**config.mk**
```make
export PLATFORM = sky130hd
export DESIGN_NAME = bgps_build
export DESIGN_NICKNAME = d
export VERILOG_FILES = /design/src/hdl/bgps_pkg.sv /design/src/hdl/bgps_build.sv
export SDC_FILE = /design/constraint.sdc
export NUM_CORES = 2
export LEC_CHECK = 0
export ABC_CLOCK_PERIOD_IN_PS = 14360
export BUFFER_PORTS_ARGS = -buffer_cell sky130_fd_sc_hd__buf_4
export CAP_MARGIN = 20
export CORE_UTILIZATION = 35
export DETAILED_ROUTE_END_ITERATION = 12
export SYNTH_ARGS = -nofsm -noshare
export SYNTH_HDL_FRONTEND = slang
export SYNTH_SLANG_ARGS = --single-unit
```
**constraint.sdc**
```tcl
create_clock -name clk -period 14.36 [get_ports clk]
set_input_delay 1.436 -clock clk [delete_from_list [all_inputs] [get_ports clk]]
set_output_delay 1.436 -clock clk [all_outputs]
set_load 0.01 [all_outputs]
```
**src/hdl/bgps_pkg.sv**
```systemverilog
// Shared types, constants and table functions for the Bezier glow pixel shader.
// Used by every module of the block; depends on nothing.
package bgps_pkg;

	localparam int SAMPLE_COUNT_DEF = 256;
	localparam int WTAB_DEPTH_DEF   = 256;

	// Configuration register indexes
	localparam int CFG_IDX_W = 3;
	localparam logic [CFG_IDX_W-1:0] REG_CP0   = 3'd0;
	localparam logic [CFG_IDX_W-1:0] REG_CP3   = 3'd3;
	localparam logic [CFG_IDX_W-1:0] REG_COLOR = 3'd4;

	// Running minimum starts at 1.0 in Q0.32
	localparam logic [32:0] BEST_INIT = 33'h1_0000_0000;
	localparam logic [16:0] ONE_Q16   = 17'h10000;
	localparam logic [23:0] OUT_SCALE = 24'd16777150;

	// Per channel background level and gain: red, green, blue
	localparam logic [13:0] BG_LEVEL [0:2] = '{14'd3277, 14'd3277, 14'd9830};
	localparam logic [16:0] GAIN     [0:2] = '{17'd65536, 17'd78643, 17'd98304};

	// Pixel moving down the cell chain
	typedef struct packed {
		logic        valid;
		logic [15:0] px;
		logic [15:0] py;
		logic [32:0] best;
	} pix_t;

	// Sample load from the builder into the head of the chain
	typedef struct packed {
		logic        load;
		logic [31:0] sample;
	} smp_load_t;

	// Divide by a small loop count (1 to 8)
	function automatic longint unsigned div_small(longint unsigned v, int unsigned n);
		longint unsigned q;
		case (n)
			1: q = v;
			2: q = v / 2;
			3: q = v / 3;
			4: q = v / 4;
			5: q = v / 5;
			6: q = v / 6;
			7: q = v / 7;
			8: q = v / 8;
			default: q = v;
		endcase
		return q;
	endfunction

	// Ratio between neighboring weight entries, Q32
	function automatic longint unsigned wrom_ratio(longint unsigned step);
		longint unsigned s;
		longint unsigned term;
		longint unsigned sum;
		longint unsigned r;
		s    = step >> 4;
		term = 64'h1_0000_0000;
		sum  = 64'h1_0000_0000;
		for (int unsigned n = 1; n <= 8; n++) begin
			term = div_small((term * s) >> 32, n);
			if (n[0]) sum = sum - term;
			else sum = sum + term;
		end
		r = sum;
		for (int n = 0; n < 4; n++)
			r = (r * r + 64'h8000_0000) >> 32;
		return r;
	endfunction

	// Weight entry k, Q16 with 1.0 = 65536
	function automatic logic [16:0] wrom_entry(int unsigned k, longint unsigned r);
		longint unsigned acc;
		acc = 64'h1_0000_0000;
		for (int unsigned m = 0; m < k; m++)
			acc = (acc * r + 64'h8000_0000) >> 32;
		return 17'((acc + 64'd32768) >> 16);
	endfunction

endpackage

```
**src/hdl/bgps_build.sv**
```systemverilog
// Curve sample builder: evaluates the cubic Bezier at each sample point with four
// multiply-accumulate steps per coordinate, divides by reciprocal multiplication
// with a compare and subtract fix-up, and loads samples into the cell chain. Depends on bgps_pkg.
module bgps_build import bgps_pkg::*; #(
	parameter int SAMPLE_COUNT = SAMPLE_COUNT_DEF
) (
	input  logic             clk,
	input  logic             arst_n,
	input  logic             restart,
	input  logic [3:0][31:0] cp,
	output smp_load_t        smp,
	output logic             ready
);

	localparam int IW = (SAMPLE_COUNT > 2) ? $clog2(SAMPLE_COUNT) : 1;
	localparam longint unsigned N  = SAMPLE_COUNT - 1;
	localparam longint unsigned N3 = N * N * N;
	localparam int CW = (N3 > 1) ? $clog2(N3 + 1) : 1;
	localparam int AW = CW + 16;
	localparam int PW = 3 * IW + 2;
	// Reciprocal of N3: the top 32 bits of the sum times RECIP, shifted by K, land
	// at most one below the true quotient
	localparam int SH = (AW > 32) ? AW - 32 : 0;
	localparam int K  = 30 + CW - SH;
	localparam longint unsigned RECIP = (64'd1 << (SH + K)) / N3;

	localparam logic [2:0] ST_SQ   = 3'd0;
	localparam logic [2:0] ST_CF   = 3'd1;
	localparam logic [2:0] ST_MAC  = 3'd2;
	localparam logic [2:0] ST_QE   = 3'd3;
	localparam logic [2:0] ST_RM   = 3'd4;
	localparam logic [2:0] ST_FX   = 3'd5;
	localparam logic [2:0] ST_DONE = 3'd6;

	logic [2:0]      st_q;
	logic [IW-1:0]   i_q;
	logic [1:0]      j_q;
	logic            coord_q;
	logic [2*IW-1:0] uu_q;
	logic [2*IW-1:0] ii_q;
	logic [CW-1:0]   cf_q;
	logic [AW-1:0]   acc_q;
	logic [AW-1:0]   rem_q;
	logic [15:0]     q_q;
	logic [15:0]     x_q;
	logic            ready_q;
	logic            load_q;
	logic [31:0]     sample_q;

	logic [IW-1:0]   u;
	logic [2*IW-1:0] cf_a;
	logic [IW-1:0]   cf_b;
	logic [PW-1:0]   cf_m;
	logic [PW-1:0]   cf_v;
	logic [15:0]     coef_p;
	logic [31:0]     a_t;
	logic [63:0]     qe_m;
	logic            fix_ge;

	// Pick the coefficient operands and the control point coordinate
	always_comb begin
		u      = IW'(N) - i_q;
		cf_a   = j_q[1] ? ii_q : uu_q;
		cf_b   = j_q[0] ? i_q : u;
		cf_m   = PW'(cf_a) * PW'(cf_b);
		cf_v   = (j_q == 2'd1 || j_q == 2'd2) ? (cf_m + (cf_m << 1)) : cf_m;
		coef_p = coord_q ? cp[j_q][15:0] : cp[j_q][31:16];
		a_t    = 32'(acc_q >> SH);
		qe_m   = 64'(a_t) * 64'(RECIP);
		fix_ge = (rem_q >= AW'(N3));
	end

	// Sequence coefficients, accumulation and the quotient estimate and fix-up
	always_ff @(posedge clk or negedge arst_n) begin
		if (!arst_n) begin
			st_q    <= ST_SQ;
			i_q     <= '0;
			ready_q <= 1'b0;
			load_q  <= 1'b0;
		end else begin
			load_q <= 1'b0;
			if (restart) begin
				st_q    <= ST_SQ;
				i_q     <= '0;
				ready_q <= 1'b0;
			end else begin
				case (st_q)
					ST_SQ: begin
						st_q <= ST_CF;
					end
					ST_CF: begin
						st_q <= ST_MAC;
					end
					ST_MAC: begin
						if (j_q == 2'd3) st_q <= ST_QE;
						else st_q <= ST_CF;
					end
					ST_QE: begin
						st_q <= ST_RM;
					end
					ST_RM: begin
						st_q <= ST_FX;
					end
					ST_FX: begin
						if (!fix_ge) begin
							if (!coord_q) begin
								st_q <= ST_CF;
							end else begin
								load_q <= 1'b1;
								if (i_q == IW'(N)) begin
									ready_q <= 1'b1;
									st_q    <= ST_DONE;
								end else begin
									i_q  <= i_q + 1'b1;
									st_q <= ST_SQ;
								end
							end
						end
					end
					ST_DONE: begin
						st_q <= ST_DONE;
					end
					default: begin
						st_q <= ST_SQ;
					end
				endcase
			end
		end
	end

	// Datapath registers of the sequencer
	always_ff @(posedge clk) begin
		case (st_q)
			ST_SQ: begin
				uu_q    <= (2*IW)'(u) * (2*IW)'(u);
				ii_q    <= (2*IW)'(i_q) * (2*IW)'(i_q);
				j_q     <= 2'd0;
				coord_q <= 1'b0;
				acc_q   <= AW'(N3 / 2);
			end
			ST_CF: begin
				cf_q <= CW'(cf_v);
			end
			ST_MAC: begin
				acc_q <= acc_q + AW'(cf_q) * AW'(coef_p);
				j_q   <= j_q + 1'b1;
			end
			ST_QE: begin
				q_q <= 16'(qe_m >> K);
			end
			ST_RM: begin
				rem_q <= acc_q - AW'(q_q) * AW'(N3);
			end
			ST_FX: begin
				if (fix_ge) begin
					rem_q <= rem_q - AW'(N3);
					q_q   <= q_q + 1'b1;
				end else if (!coord_q) begin
					x_q     <= q_q;
					coord_q <= 1'b1;
					j_q     <= 2'd0;
					acc_q   <= AW'(N3 / 2);
				end else begin
					sample_q <= {x_q, q_q};
				end
			end
			default: begin
			end
		endcase
	end

	// Open input only after the last sample has shifted into the chain
	assign smp.load   = load_q;
	assign smp.sample = sample_q;
	assign ready      = ready_q && !load_q;

endmodule

```
# [Word level (Yosys, flattened, before mapping)]
# Index checks and enable logic that the tools add are counted.
# Widths: inputs -> output; s select.
[op_classes] mux=38 magnitude_cmp=2 addsub=8 n_reduce_logical=19 bitwise=2 multipliers=6 n_eq_ne=16
[op_table] operator="$mux 40" count=3
[op_table] operator="$pmux 40 s3" count=1
[op_table] operator="$pmux 40 s2" count=1
[op_table] operator="$bmux 32 s2" count=1
[op_table] operator="$mul 32x31->62 const B" count=1
[op_table] operator="$mux 16" count=3
[op_table] operator="$mux 8" count=6
[op_table] operator="$add 40x40->40" count=1
[op_table] operator="$ge 40x24->1 const B" count=1
[op_table] operator="$mul 16x24->40 const B" count=1
[op_table] operator="$mul 24x16->40" count=1
[op_table] operator="$sub 40x24->40 const B" count=1
[op_table] operator="$sub 40x40->40" count=1
[op_table] operator="$mul 8x8->16" count=2
[op_table] operator="$mux 32" count=1
[op_table] operator="$pmux 16 s2" count=1
[op_table] operator="$add 24x24->24" count=1
[op_table] operator="$mul 16x8->24" count=1
[op_table] operator="$mux 24" count=1
[op_table] operator="$pmux 3 s7" count=1
[op_table] operator="$add 16x1->16 const B" count=1
[op_table] operator="$mux 3" count=4
[op_table] operator="$reduce_bool 2->1" count=6
[op_table] operator="$mux 1" count=10
[op_table] operator="24 further kinds" count=40
[word_totals] regBits=216 word_cells=105

# [Longest topological paths before layout]
[depth] depth_word=6 mapped_depth=34 ltp_nobuf=30

# [Worst setup path before layout]
# No wires, ideal clock.
[synth_path] path_type="input port to flip-flop" startpoint="input port cp[100] (netlist name)" endpoint="register acc_q[32] (data pin)" slack_ns=6.096 cell_stages=26 arrival_time_ns=8.001 required_ns=14.097 path_cell_list="mux4_2 > mux2_2 > clkbuf_1 > and2_1 > fa_1 > inv_1 > fa_1 > fa_1 > fa_1 > inv_1 > fa_1 > inv_1 > fa_1 > inv_1 > ha_1 > a21o_1 > a21oi_1 > nor2b_1 > a311oi_1 > o22ai_1 > a221o_1 > a21oi_1 > o21bai_1 > a21oi_1 > o21ai_0 > mux2i_1"
[synth_via] elab_chain_len=6
[synth_rtl] element="start, declared" line="bgps_build.sv:10" text="input logic [3:0][31:0] cp,"
[synth_rtl] element="$bmux 32 s2" line="bgps_build.sv:67" text="coef_p = coord_q ? cp[j_q][15:0] : cp[j_q][31:16];"
[synth_rtl] element="$mux 32"
[synth_rtl] element="$mux 16" line="bgps_build.sv:67"
[synth_rtl] element="$mul 24x16->40" line="bgps_build.sv:145" text="acc_q <= acc_q + AW'(cf_q) * AW'(coef_p);"
[synth_rtl] element="$add 40x40->40" line="bgps_build.sv:145"
[synth_rtl] element="$pmux 40 s3" line="bgps_build.sv:133" text="case (st_q)"
[synth_rtl] element="end signal, assigned" line="bgps_build.sv:139" text="acc_q <= AW'(N3 / 2);"
[synth_rtl] element="end signal, assigned" line="bgps_build.sv:145"
[synth_rtl] element="end signal, assigned" line="bgps_build.sv:162" text="acc_q <= AW'(N3 / 2);"
[synth_rtl] element="end, declared" line="bgps_build.sv:42" text="logic [AW-1:0] acc_q;"
# Every way passes these cells. The select of a mux whose other input is x is not followed.
# A chain may end at the register's enable or synchronous reset.

# [Worst setup path after layout]
[layout_path] startpoint="register j_q[0]" endpoint="register acc_q[32] (data pin)"
[layout_via] elab_chain_len=6
[layout_rtl] element="start, declared" line="bgps_build.sv:37" text="logic [1:0] j_q;"
[layout_rtl] element="start signal, assigned" line="bgps_build.sv:146" text="j_q <= j_q + 1'b1;"
[layout_rtl] element="$bmux 32 s2" line="bgps_build.sv:67"
[layout_rtl] element="$mux 32 (not written as such)" line="bgps_build.sv:67"
[layout_rtl] element="$mux 16" line="bgps_build.sv:67"
[layout_rtl] element="$mul 24x16->40" line="bgps_build.sv:145"
[layout_rtl] element="$add 40x40->40" line="bgps_build.sv:145"
[layout_rtl] element="$pmux 40 s3" line="bgps_build.sv:133"
# Every way passes these cells. The select of a mux whose other input is x is not followed.

==> impl_metrics.ini <==
[detailed_routing]
via_count = 34200
drc = 0
routedWlPerCell_um = 17.4
via_per_inst = 4.84
wl_mm = 123
drt_iter0_drc = 1720
firstDrtPassIters = 5
detail-route-antenna-nets = 0

[critical_path]
worst_path_max_delay_cell = buf_4
arrival_ns = 9.12
slowest_delay_ns = 0.76
end_kind = flop
r2r_setup_slack_ns = 5.58
cp-start-kind = flop
critPathBufInv = 5
cp_max_fo = 50
cp_top_family = adder cells
worst_ep_required_time_ns = 14.69
worstSetupPathType = reg2reg
crit_top_cell = fa_1

[global_route]
grtUsageTotal_pct = 17.6
grt-busiest-layer = met2
met3_usage_pct = 1.74
grt_pass1_vias = 36100
grtUsageMet2_pct = 30.4
grt_max_degree = 85
grt_first_pass_wirelength_mm = 197
gr-usage-met1_pct = 24.1
grt_overflow = 0
antenna_found_initial = 2

[timing]
relSlewSlack_pct = 22.1
hold_violations = 0
fin_ws_ns = 5.58
tns_ns = 0
period_share_pct = 61.2
slew_violations = 0
max_freq_mhz = 114
final-setup-viol-count = 0
whs_ns = 0.414
fin_skew_ns = 0.0490
rsz0062_at_grt = no
worst_slew_pin_slew_ns = 1.14
post-route-min-period_ns = 8.78

[yosys]
synth.avg_cell_area_um2 = 9.72
ys_seq_area_share_pct = 13.0
netlist.area_leader.share_pct = 33.3
synth.area.top_cells = fa_1 33%, ha_1 20%, edfxtp_1 12%
yosysUniqueCellTypes = 67
synthesis.instances = 5038
synth_seq_cells = 214
synth_area_mm2 = 0.0490
synth_top_flop_cell = edfxtp_1
async_flop_share_pct = 6.07
yosysTopAreaCell = fa_1
ys_warn_count = 0
synth-edff-count = 201

[placement]
port_buffers = 164
finalWeightedCongestion = 0.890
dp_hpwl_mm = 102
post-place-ws_ns = 5.33

[die]
die-area_mm2 = 0.141
start_util_pct = 35.4
rows = 136
fp.dieW_um = 376
io_pins = 165
dieHeight_um = 376
design.core.area_mm2 = 0.138

[finish]
area_growth_pct = 9.18
antenna_cells = 0
final_cell_mix = 1,234 x inv_1, 815 x fa_1, 777 x ha_1, 413 x nand2_1, 246 x nor2_1
drive_above_1_share_pct = 6.90
layout.nets = 6902
final_common_cell = inv_1

[clock_network]
clkLatencyLatePin_ns = 0.63
post_cts_buffers = 0
htree_levels = 1
ctsResizeCount = 0
cts_tree = yes
cts_max_path_buffers = 3
clkSinkCount = 214
cts_buffers = 27
clkSlewWorstSetupHoldPaths_ns = 0.08
hold_buffers = 0
cts_root_buf = clkbuf_16

[run_status]
status = completed

[min_path]
hold_path_class = reg2reg

[flow_run]
max_cap_violations = 0
-- logic make-up after synthesis --
group	count (synthesis)	share of synthesized area, %
adders and majority gates	1592	53.2
buffers and inverters	1355	10.4
and+or+nand+nor	1056	10.2
AOI/OAI and AO/OA	512	6.63
xor gates and xnor gates	223	3.99
DFF	214	13.0
muxes	84	2.62
other	2	0.0153
-- registers in the layout (all words and copies together), names as in the netlist --
register and flops:
j_q 2, acc_q 40, cf_q 24, q_q 16
st_q 3, ready_q 1, rem_q 40, uu_q 15
i_q 8, sample_q 32, coord_q 1, ii_q 15
x_q 16, load_q 1
-- stage by stage --
stage | instances | utilization [%] | cell area (µm²)
floorplan | 5044 | - | 49000
finish | 7063 | 38.7 | 53500
detailed placement | 7013 | 38.0 | 52600
global route | 7063 | 38.7 | 53500
CTS | 7063 | 38.7 | 53500
global placement | 7013 | 38.0 | 52600
-- area by class of cell --
class                   count  area [µm²]
clock buffers              30         687
clock inverters            20         193
fillers                 13800       84700
inverters                1238        4650
multi-input cells        3475       37600
flip-flops and latches    214        6360
well taps                1863        2330
repair buffers            223        1670
-- cells in the mapped netlist, drive strengths merged (5+ instances only) --
master,number
nor4,5
a211o,5
nand3b,7
nand2,413
nand2b,44
o21bai,28
nand4,14
or2,7
and2,159
a21oi,164
a31oi,17
nor2,246
nor3b,9
mux2i,20
inv,1235
a21boi,7
o31ai,15
o211ai,8
a21o,74
and3,16
o21ai,96
xnor2,136
nor3,45
dfrtp,13
nor2b,27
fa,815
o41ai,7
xor2,87
mux4,32
mux2,32
ha,777
clkbuf,111
o21a,33
buf,6
nand3,29
and4,7
a211oi,16
or3,16
edfxtp,201
a2111oi,6
-- path summary, 6_finish.rpt --
path / end / cells after the start / startpoint
max: acc_q[32]$_SDFFCE_PN0P_ / 25 / j_q[0]$_SDFFCE_PN0P_
min: sample_q[22]$_DFFE_PP_ / 0 / x_q[6]$_DFFE_PP_
max reg2reg: acc_q[32]$_SDFFCE_PN0P_ / 25 / j_q[0]$_SDFFCE_PN0P_
min reg2reg: sample_q[22]$_DFFE_PP_ / 0 / x_q[6]$_DFFE_PP_
max in group asynchronous: st_q[1]$_DFFE_PN0P_ / 1 / arst_n
min in group asynchronous: st_q[2]$_DFFE_PN0P_ / 1 / arst_n
-- metal layers --
layer  up-vias  part of all wire, %
li1      16100                    -
met3       132                  4.4
met4         2                  1.7
met2       710                   49
met5         -                0.013
met1     17300                   45
Power is left out: the tool's default activity adds up to more than one toggle a clock period on the data nets, which glitch-free logic cannot reach.
