**config.mk**
```make
export PLATFORM = sky130hd
export DESIGN_NAME = bgps_cell
export DESIGN_NICKNAME = d
export VERILOG_FILES = /design/src/hdl/bgps_pkg.sv /design/src/hdl/bgps_cell.sv
export SDC_FILE = /design/constraint.sdc
export NUM_CORES = 1
export LEC_CHECK = 0
export ABC_AREA = 1
export BUFFER_PORTS_ARGS = -buffer_cell sky130_fd_sc_hd__buf_2
export CAP_MARGIN = 20
export CORE_UTILIZATION = 45
export CTS_CLUSTER_SIZE = 28
export DETAILED_ROUTE_END_ITERATION = 10
export HOLD_SLACK_MARGIN = 0.1
export SLEW_MARGIN = 20
export SYNTH_ARGS = -nofsm -noshare
export SYNTH_HDL_FRONTEND = slang
export SYNTH_SLANG_ARGS = --single-unit
```
**constraint.sdc**
```tcl
create_clock -name clk -period 19.8 [get_ports clk]
set_input_delay 3.96 -clock clk [delete_from_list [all_inputs] [get_ports clk]]
set_output_delay 3.96 -clock clk [all_outputs]
set_load 0.05 [all_outputs]
```
**src/hdl/bgps_pkg.sv**
```systemverilog
// Shared types, constants and table functions for the Bezier glow pixel shader.
// Used by every module of the block; depends on nothing.
package bgps_pkg;

	localparam int SAMPLE_COUNT_DEF = 256;
	localparam int WTAB_DEPTH_DEF   = 256;

	// Configuration register indexes
	localparam int CFG_IDX_W = 3;
	localparam logic [CFG_IDX_W-1:0] REG_CP0   = 3'd0;
	localparam logic [CFG_IDX_W-1:0] REG_CP3   = 3'd3;
	localparam logic [CFG_IDX_W-1:0] REG_COLOR = 3'd4;

	// Running minimum starts at 1.0 in Q0.32
	localparam logic [32:0] BEST_INIT = 33'h1_0000_0000;
	localparam logic [16:0] ONE_Q16   = 17'h10000;
	localparam logic [23:0] OUT_SCALE = 24'd16777150;

	// Per channel background level and gain: red, green, blue
	localparam logic [13:0] BG_LEVEL [0:2] = '{14'd3277, 14'd3277, 14'd9830};
	localparam logic [16:0] GAIN     [0:2] = '{17'd65536, 17'd78643, 17'd98304};

	// Pixel moving down the cell chain
	typedef struct packed {
		logic        valid;
		logic [15:0] px;
		logic [15:0] py;
		logic [32:0] best;
	} pix_t;

	// Sample load from the builder into the head of the chain
	typedef struct packed {
		logic        load;
		logic [31:0] sample;
	} smp_load_t;

	// Divide by a small loop count (1 to 8)
	function automatic longint unsigned div_small(longint unsigned v, int unsigned n);
		longint unsigned q;
		case (n)
			1: q = v;
			2: q = v / 2;
			3: q = v / 3;
			4: q = v / 4;
			5: q = v / 5;
			6: q = v / 6;
			7: q = v / 7;
			8: q = v / 8;
			default: q = v;
		endcase
		return q;
	endfunction

	// Ratio between neighboring weight entries, Q32
	function automatic longint unsigned wrom_ratio(longint unsigned step);
		longint unsigned s;
		longint unsigned term;
		longint unsigned sum;
		longint unsigned r;
		s    = step >> 4;
		term = 64'h1_0000_0000;
		sum  = 64'h1_0000_0000;
		for (int unsigned n = 1; n <= 8; n++) begin
			term = div_small((term * s) >> 32, n);
			if (n[0]) sum = sum - term;
			else sum = sum + term;
		end
		r = sum;
		for (int n = 0; n < 4; n++)
			r = (r * r + 64'h8000_0000) >> 32;
		return r;
	endfunction

	// Weight entry k, Q16 with 1.0 = 65536
	function automatic logic [16:0] wrom_entry(int unsigned k, longint unsigned r);
		longint unsigned acc;
		acc = 64'h1_0000_0000;
		for (int unsigned m = 0; m < k; m++)
			acc = (acc * r + 64'h8000_0000) >> 32;
		return 17'((acc + 64'd32768) >> 16);
	endfunction

endpackage

```
**src/hdl/bgps_cell.sv**
```systemverilog
// One chain cell: holds one curve sample, folds it into the running minimum
// squared distance of the passing pixel. Depends on bgps_pkg.
module bgps_cell import bgps_pkg::*; (
	input  logic        clk,
	input  logic        arst_n,
	input  logic        en,
	input  logic        load,
	input  logic [31:0] smp_i,
	output logic [31:0] smp_o,
	input  pix_t        pix_i,
	output pix_t        pix_o
);

	logic [31:0] sample_q;
	logic        valid_s1;
	logic [15:0] px_s1;
	logic [15:0] py_s1;
	logic [32:0] best_s1;
	logic [31:0] dx2_s1;
	logic [31:0] dy2_s1;
	logic        valid_s2;
	logic [15:0] px_s2;
	logic [15:0] py_s2;
	logic [32:0] best_s2;

	logic [16:0] dx;
	logic [16:0] dy;
	logic [15:0] adx;
	logic [15:0] ady;
	logic [32:0] d2;

	// Shift samples down the chain while building
	always_ff @(posedge clk) begin
		if (load) sample_q <= smp_i;
	end

	// Absolute coordinate differences and sum of squares
	always_comb begin
		dx  = {1'b0, pix_i.px} - {1'b0, sample_q[31:16]};
		dy  = {1'b0, pix_i.py} - {1'b0, sample_q[15:0]};
		adx = dx[16] ? 16'(-dx) : dx[15:0];
		ady = dy[16] ? 16'(-dy) : dy[15:0];
		d2  = 33'(dx2_s1) + 33'(dy2_s1);
	end

	// Hold valid bits across stalls
	always_ff @(posedge clk or negedge arst_n) begin
		if (!arst_n) begin
			valid_s1 <= 1'b0;
			valid_s2 <= 1'b0;
		end else if (en) begin
			valid_s1 <= pix_i.valid;
			valid_s2 <= valid_s1;
		end
	end

	// Square, then compare against the running minimum
	always_ff @(posedge clk) begin
		if (en) begin
			px_s1   <= pix_i.px;
			py_s1   <= pix_i.py;
			best_s1 <= pix_i.best;
			dx2_s1  <= 32'(adx) * 32'(adx);
			dy2_s1  <= 32'(ady) * 32'(ady);
			px_s2   <= px_s1;
			py_s2   <= py_s1;
			best_s2 <= (d2 < best_s1) ? d2 : best_s1;
		end
	end

	assign smp_o       = sample_q;
	assign pix_o.valid = valid_s2;
	assign pix_o.px    = px_s2;
	assign pix_o.py    = py_s2;
	assign pix_o.best  = best_s2;

endmodule

```
======== After elaboration in Yosys (flattened, before gate mapping) ========
Cells that the tools add are included.
storage, ports and cells
  input bits .............................. 102
  memories kept ........................... 0
  ROM bits ................................ 0
  word-level logic and storage cells ...... 22
  RAM bits ................................ 0
  output and inout port bits .............. 98
  bits in registers ....................... 228
  latch bits .............................. 0
cells by class
  shift operators ......................... 0
  $add $sub $neg .......................... 5
  divide/modulo/power cells ............... 0
  multiplexer cells ....................... 3
  magnitude comparators ................... 1
  $mul .................................... 2
  bitwise logic cells ..................... 0
  eq/ne operators ......................... 0
  reductions and logical operators ........ 0
operators with widths
  cell                          number
  multiplier 16 x 16 -> 32 bit  2
  subtractor 16 x 16 -> 17 bit  2
  adder 32 x 32 -> 33 bit       1
  less-than comparator 33 bit   1
  two-way mux 33 bit            1
  two-way mux 16 bit            2
  negation 16 bit               2

======== Depth between registers and ports, before layout ========
Gate-level depths: netlist (run 1).
  depth after elaboration ................. 4
  depth in mapped cells ................... 46
  depth with buffers taken out ............ 45

======== Worst setup path before layout (run 1) ========
No wires, ideal clock.
  path type ............................... in2reg
  start point ............................. in pix_i[49] in the netlist's numbering
  end point ............................... reg dx2_s1[28], data pin
  cell stages on the path ................. 33
  slack ................................... 8.860 ns
  required time ........................... 19.540 ns
  setup time .............................. 0.260 ns
  path buffers ............................ 1
  arrival time ............................ 10.680 ns
  path through ............................ inv_1 -> ha_1 -> fa_1 -> ha_1 -> inv_1 -> a21oi_1 -> nand2_1 -> nor2_1 -> nand3_1 -> inv_1 -> nand2_2 -> o31ai_4 -> xor2_2 -> buf_6 -> nand2_1 -> fa_1 -> fa_1 -> inv_1 -> fa_1 -> fa_1 -> fa_1 -> inv_1 -> fa_1 -> inv_1 -> ha_1 -> a21oi_1 -> o21a_1 -> nand2_1 -> a21oi_1 -> o21ai_0 -> nand2_1 -> nand2_1 -> xor2_1
between the ends
  word-level cells in the longest chain between the ends .. 4
RTL lines
  item                              RTL line         source
  start: declaration                bgps_cell.sv:10  input pix_t pix_i,
  subtractor 16 x 16 -> 17 bit (*)  bgps_cell.sv:39  dx = {1'b0, pix_i.px} - {1'b0, sample_q[31:16]};
  negation 16 bit                   bgps_cell.sv:41  adx = dx[16] ? 16'(-dx) : dx[15:0];
  two-way mux 16 bit (*)            bgps_cell.sv:41
  multiplier 16 x 16 -> 32 bit (*)  bgps_cell.sv:63  dx2_s1 <= 32'(adx) * 32'(adx);
  end signal: assignment            bgps_cell.sv:63
  end: declaration                  bgps_cell.sv:19  logic [31:0] dx2_s1;
Every way passes the cells marked *; elsewhere a longest branch is shown, timed or not.
A chain may end at the register's enable or synchronous reset.

======== Worst setup path in the final report (run 1) ========
  start point ............................. in pix_i[49] in the netlist's numbering
  end point ............................... reg dx2_s1[31], data pin
The elaborated chain is that of the path after synthesis.

==> metrics.md, run 1 <==
| Metric | Value |
|---|---|
| Antenna cells | `0` |
| Remaining DRCs | `0` |
| Clk slew on worst S/H paths | `0.07 ns` |
| Most numerous cell on the critical path | `inv_1` |
| Met2 wire length | `31800 um` |
| Vias | `20.2k` |
| Largest net degree at the start of global routing | `88` |
| Io pins | `200` |
| Vias in the first global route | `21.5k` |
| Crit path kind | `in -> reg` |
| DRT Pass-1 Iters | `6` |
| H-tree Lvls | `1` |
| Largest area contributor in the netlist | `edfxtp_1` |
| IO buf count | `199` |
| WHS | `0.412 ns` |
| Core ar. | `58900 sq um` |
| CTS Buf Count | `27` |
| Post-synth top area share | `25.1%` |
| Hold Path Class | `reg -> reg` |
| WP data required | `20.13 ns` |
| CP endpoint kind | `register` |
| Wire per inst | `16.3 um` |
| Share of cells above drive strength 1 | `9.86%` |
| Root Buffer | `clkbuf_16` |
| Crit path time final | `11.65 ns` |
| Seq/Total Area, Yosys | `25.3%` |
| CTS tree | `yes` |
| Crit-path max cell delay | `0.59 ns` |
| RSZ-0062 raised after global routing | `false` |
| Crit start category | `primary input` |
| Area taken by multi-input logic gates | `17100 sq um` |
| MaxCap Viol Count | `0` |
| Slowest-stage cell, CP | `fa_1` |
| Worst Clk Skew | `0.0176 ns` |
| GPL Wtd Cong | `0.933` |
| Gr ovfl total | `0` |
| Setup-failing EPs final | `0` |
| Most frequent cell after synthesis | `inv_1` |
| Slew @ Worst Pin | `1.03 ns` |
| #FFs+latches synth | `226` |
| Row count | `89` |
| Hold Fails Final Rpt | `0` |
| Die area | `60600 sq um` |
| Synth Net Count | `3755` |
| Mapped Area | `26800 sq um` |
| Initial Util | `45.5%` |
| Total negative slack | `0 ns` |
| Sequential Area | `6780 sq um` |
| Slew headroom | `31.0%` |
| Distinct cell type count after synthesis | `52` |
| Met3 wire length | `3100 um` |
| Antenna viol nets, final | `0` |
| Fin crit share | `58.8%` |
| Clk_lat worst skew | `0.57 ns` |
| Final #Nets | `3954` |
| Slew Viols, Final | `0` |
| Die height | `246 um` |
| Largest cells by area after synthesis | `edfxtp_1 (25%), fa_1 (24%), ha_1 (14%), inv_1 (9.9%), nand2_1 (8.0%)` |
| Post-DR vias/cell | `5.00` |
| Initial antenna violation count | `1` |
| Sink Count | `226` |
| Wirelength, routed | `65700 um` |
| Post_cts resized | `0` |
| Clk buf depth | `3` |
| Global-route wire length before repair | `108000 um` |
| Top FF cell, synth | `edfxtp_1` |
| EDFF count, synth | `224` |
| Post-CTS setup buffer count | `0` |
| Maximum clock frequency | `85.8 MHz` |
| Routed met1 length | `29400 um` |
| Cell count after synthesis | `3037` |
| Fillers | `5567` |
| Top layer in use | `met5` |
| HPWL Detailed | `55600 um` |
| Synth-to-layout area growth | `9.78%` |
| Synth warn | `0` |
| Run status | `finished, final reports clean` |
| Gr usage total | `22.3%` |
| Async set-or-reset flop fraction in the synthesized netlist | `0.885%` |
| Worst Path Arrival | `11.98 ns` |
| 1st-iter DRT viols | `1016` |
| CP max FO | `11` |
| Most instantiated cells after synthesis | `inv_1 (709), nand2_1 (570), fa_1 (326), ha_1 (290), nor2_1 (259)` |
| Hold_buf cts | `0` |
| Die width | `246 um` |
| Syn avg cell area | `8.83 sq um` |
## critical path: cells and delay by family
family	cells	cell delay, ns
simple gates	15	1.84
buf+inv	11	0.92
fa+ha+maj	9	4.21
compound gates	4	1.05
## logic make-up (layout without fill, tap and decap cells)
logic type / after synthesis / after routing / synth area share (%)
simple gates: 1027 / 1027 / 15.8
buf+inv: 769 / 987 / 11.2
fa+ha+maj: 616 / 616 / 37.9
compound gates: 298 / 298 / 6.37
flops: 226 / 226 / 25.3
xor+xnor: 101 / 101 / 3.52
## per-layer routing
layer | vias up | global-route usage (%)
li1 | 9864 | -
met1 | 9699 | 29.1
met2 | 502 | 39.2
met3 | 84 | 2.67
met4 | 2 | 5.17
met5 | - | 0
## registers in the layout, summed over array words and instances (netlist names), 16 cells and up
signal	count
best_s2	33
smp_o	32
py_s1	16
px_s1	16
px_s2	16
dx2_s1	31
best_s1	33
dy2_s1	31
py_s2	16
## area by class of cell
class | count | area share [%]
multi-input cells | 2042 | 57.9
clock buffers | 31 | 2.35
inverters | 733 | 9.36
well taps | 773 | 3.28
flip-flops and latches | 226 | 23.0
repair buffers | 206 | 3.59
clock inverters | 17 | 0.497
## cell usage in the layout (no fill, tap or decap), types with 3 or more instances in the layout
cell	Yosys	final
nor2_1	259	259
nand3_1	99	99
fa_1	326	326
o21ai_0	89	89
nand4_1	28	28
o221ai_1	6	6
nand3b_1	6	6
xor2_1	64	63
clkbuf_16	0	27
nand2_4	3	3
a21boi_0	5	5
nor4_1	4	4
xnor2_1	32	32
buf_2	10	198
o211ai_1	6	6
nor3_1	15	15
nand2_1	570	570
a21oi_2	4	4
inv_1	709	709
o21bai_1	11	11
clkbuf_1	10	4
a31oi_1	12	12
clkinv_1	0	7
a21oi_1	133	133
a211oi_1	6	6
o21a_1	6	6
edfxtp_1	224	224
ha_1	290	290
buf_4	7	7
nor2_2	10	10
clkinv_2	0	3
a21o_1	8	8
o21ai_1	3	3
nand2_2	22	22
xor2_2	3	4
inv_2	22	22
## final timing paths
path                           start         end  depth (start not counted)  slack, ns
setup / recovery           pix_i[49]  dx2_s1[31]                         39       8.15
setup reg to reg           smp_o[16]  dx2_s1[31]                         37      11.24
hold reg to reg             px_s1[0]    px_s2[0]                          0       0.41
max in group asynchronous     arst_n    valid_s1                          1      16.53
hold / removal              px_s1[0]    px_s2[0]                          0       0.41
min in group asynchronous     arst_n    valid_s2                          1       3.17
## stage by stage
stage / utilization (%) / instance area (sq um) / worst slack [ns] / std cells
CTS: 50.0 / 29400 / 8.07 / 4028
detailed placement: 48.6 / 28600 / 7.48 / 3980
global route: 50.0 / 29400 / 7.42 / 4028
global placement: 48.6 / 28600 / 7.70 / 3980
floorplan: - / 26800 / 8.86 / 3037
finish: 50.0 / 29400 / 8.15 / 4028
Power of run 1 is left out: the tool's default activity adds up to more than one toggle a clock period on the data nets, which glitch-free logic cannot reach.
==> inputs of run 2 (changes only) <==
Clock period 19.8 ns to 10.3 ns, I/O delays scaled along.
==> run 2 against run 1 <==
Net effect: die area stayed put; wire length is 0.57% lower; register-to-register slack worse by 9.1 ns; via count hardly changed; flip-flop and latch count stayed put; clock skew is 0.0026 ns lower; critical path depth stayed put; critical path type unchanged.
==> metrics.md, run 2 (same netlist as run 1, synthesis figures left out) <==
| Metric | Value |
|---|---|
| Share of cells above drive strength 1 | `10.6% (+0.76 points)` |
| Run status | `finished, final reports clean` |
| Hold_sp | `px_s1[10]` |
| Setup-failing EPs final | `0 (unchanged)` |
| Antenna cells | `0 (unchanged)` |
| Register-to-Register Setup Slack | `2.11 ns (-9.13 ns)` |
| Row count | `89 (unchanged)` |
| Wirelength, routed | `65400 um (-0.57%)` |
| IO buf count | `199 (unchanged)` |
| Reg-to-Reg Start | `smp_o[16]` |
| Placed insts | `3999 (+0.48%)` |
| Area taken by multi-input logic gates | `17000 sq um (about the same)` |
| Maximum clock frequency | `106 MHz` |
| Gr usage total | `22.0% (-0.28 points)` |
| CTS Buf Count | `27 (unchanged)` |
| Io pins | `200 (unchanged)` |
| Crit path depth | `39 (unchanged)` |
| Hold_buf cts | `0 (unchanged)` |
| Hold Fails Final Rpt | `0 (unchanged)` |
| CTS tree | `yes` |
| Vias in the first global route | `20.9k (-2.6%)` |
| Clk_lat worst skew | `0.56 ns (about the same)` |
| Worst Clk Skew | `0.0150 ns (-0.00258 ns)` |
| Slew headroom | `37.3% (+6.3 points)` |
| CP endpoint kind | `register` |
| Final Util | `50.4% (+0.36 points)` |
| Die width | `246 um (unchanged)` |
| Commonest non-fill, non-tap cell in the layout | `inv_1` |
| MaxCap Viol Count | `0 (unchanged)` |
| HPWL Detailed | `55700 um (+0.18%)` |
| DRT Pass-1 Iters | `5 (-1)` |
| CP Buf/Inv Count | `10 (-1)` |
| Final #Nets | `3974 (+0.51%)` |
| Most frequent cells in the layout | `inv_1 (709), nand2_1 (570), fa_1 (326)` |
| Clk buf depth | `3 (unchanged)` |
| Endpoint, Worst Hold | `px_s2[10]` |
| Total negative slack | `0 ns (unchanged)` |
| Vias | `20.2k (+0.035%)` |
| RSZ-0062 raised after global routing | `false` |
| Slew Viols, Final | `0 (unchanged)` |
| Hold Path Class | `reg -> reg` |
| Core ar. | `58900 sq um (unchanged)` |
| Fillers | `5637 (+1.3%)` |
| Hold Path Stages | `0 (unchanged)` |
| Die height | `246 um (unchanged)` |
| Worst Path Arrival | `9.69 ns (-2.29 ns)` |
| Post-CTS setup buffer count | `0 (unchanged)` |
| Crit path kind | `in -> reg` |
| Clk slew on worst S/H paths | `0.07 ns (about the same)` |
| Synth-to-layout area growth | `10.6%` |
| Crit path time final | `9.40 ns` |
| Sequential Area | `6780 sq um (unchanged)` |
| Crit-path max cell delay | `0.56 ns (-0.03 ns)` |
| Wire per inst | `16.1 um (-1.1%)` |
| Slowest-stage cell, CP | `fa_1` |
| WP data required | `10.59 ns (-9.54 ns)` |
| Fin crit share | `91.3%` |
| Layout Cells excl Fill | `4049 (+0.52%)` |
| Worst reg2reg path endpoint | `dx2_s1[28]` |
| Initial Util | `45.5% (unchanged)` |
| CP max FO | `18 (+7)` |
| Gr ovfl total | `0 (unchanged)` |
| Post_cts resized | `0 (unchanged)` |
| WHS | `0.406 ns (-0.00635 ns)` |
| Crit start category | `primary input` |
| Post-DR vias/cell | `4.98 (-0.48%)` |
| 1st-iter DRT viols | `838 (-18%)` |
| Sink Count | `226 (unchanged)` |
| Largest net degree at the start of global routing | `111 (+26%)` |
| Remaining DRCs | `0 (unchanged)` |
| Global-route wire length before repair | `106000 um (-1.3%)` |
| Reg2Reg Depth | `33 (-11%)` |
| Antenna viol nets, final | `0 (unchanged)` |
| Root Buffer | `clkbuf_16` |
| Initial antenna violation count | `0 (-1)` |
| GPL Wtd Cong | `0.909 (-2.6%)` |
| Slew @ Worst Pin | `0.940 ns (-0.0945 ns)` |
| H-tree Lvls | `1 (unchanged)` |
| Crit path max-delay family | `adder cells` |
| Die area | `60600 sq um (unchanged)` |
## run 2: cell count changes in the layout (fill, tap and decap cells not counted), sizes merged
cell / previous run / this run
bufinv: 2 / 3
inv: 736 / 737
clkbuf: 32 / 29
clkinvlp: 1 / 4
buf: 205 / 225
clkinv: 11 / 10
## run 2: through the flow
step                      instance area (sq um)  worst slack (ns)
after floorplan                           26800              1.26
after global placement                    28700             0.487
after global routing                      29700             0.408
final                                     29700             0.901
after CTS                                 29600             0.991
after detailed placement                  28700             0.380
## run 2: worst reg2reg max path, delay by kind of cell (launching register included)
family | cells | cell delay (ns)
adders and majority gates | 9 | 4.07
and+or+nand+nor | 11 | 1.40
AOI/OAI and AO/OA | 4 | 0.81
buffers and inverters | 7 | 0.79
xor gates and xnor gates | 2 | 0.47
DFF | 1 | 0.42
## run 2: per-layer routing
metal | global-route usage [%] | vias to the layer above | wire length [um]
li1 | - | 9913 | -
met1 | 29.5 | 9652 | 29800
met2 | 38.1 | 502 | 31000
met3 | 2.65 | 91 | 3200
met4 | 4.84 | 0 | 1390
met5 | 0 | - | 0
## run 2: worst max path at each step
stage                         start    endpoint
final                     pix_i[33]  dy2_s1[24]
after global routing      pix_i[49]  dx2_s1[28]
after CTS                 pix_i[49]  dx2_s1[28]
after detailed placement  pix_i[49]  dx2_s1[28]
after global placement    pix_i[49]  dx2_s1[29]
after floorplan           pix_i[49]  dx2_s1[28]
## run 2: final cells by class
class                   instances  area share [%]
clock buffers                  28            2.29
clock inverters                21           0.704
multi-input cells            2042            57.5
well taps                     773            3.26
repair buffers                226            4.14
flip-flops and latches        226            22.8
inverters                     733            9.29
Power of run 2 is left out for the same reason.
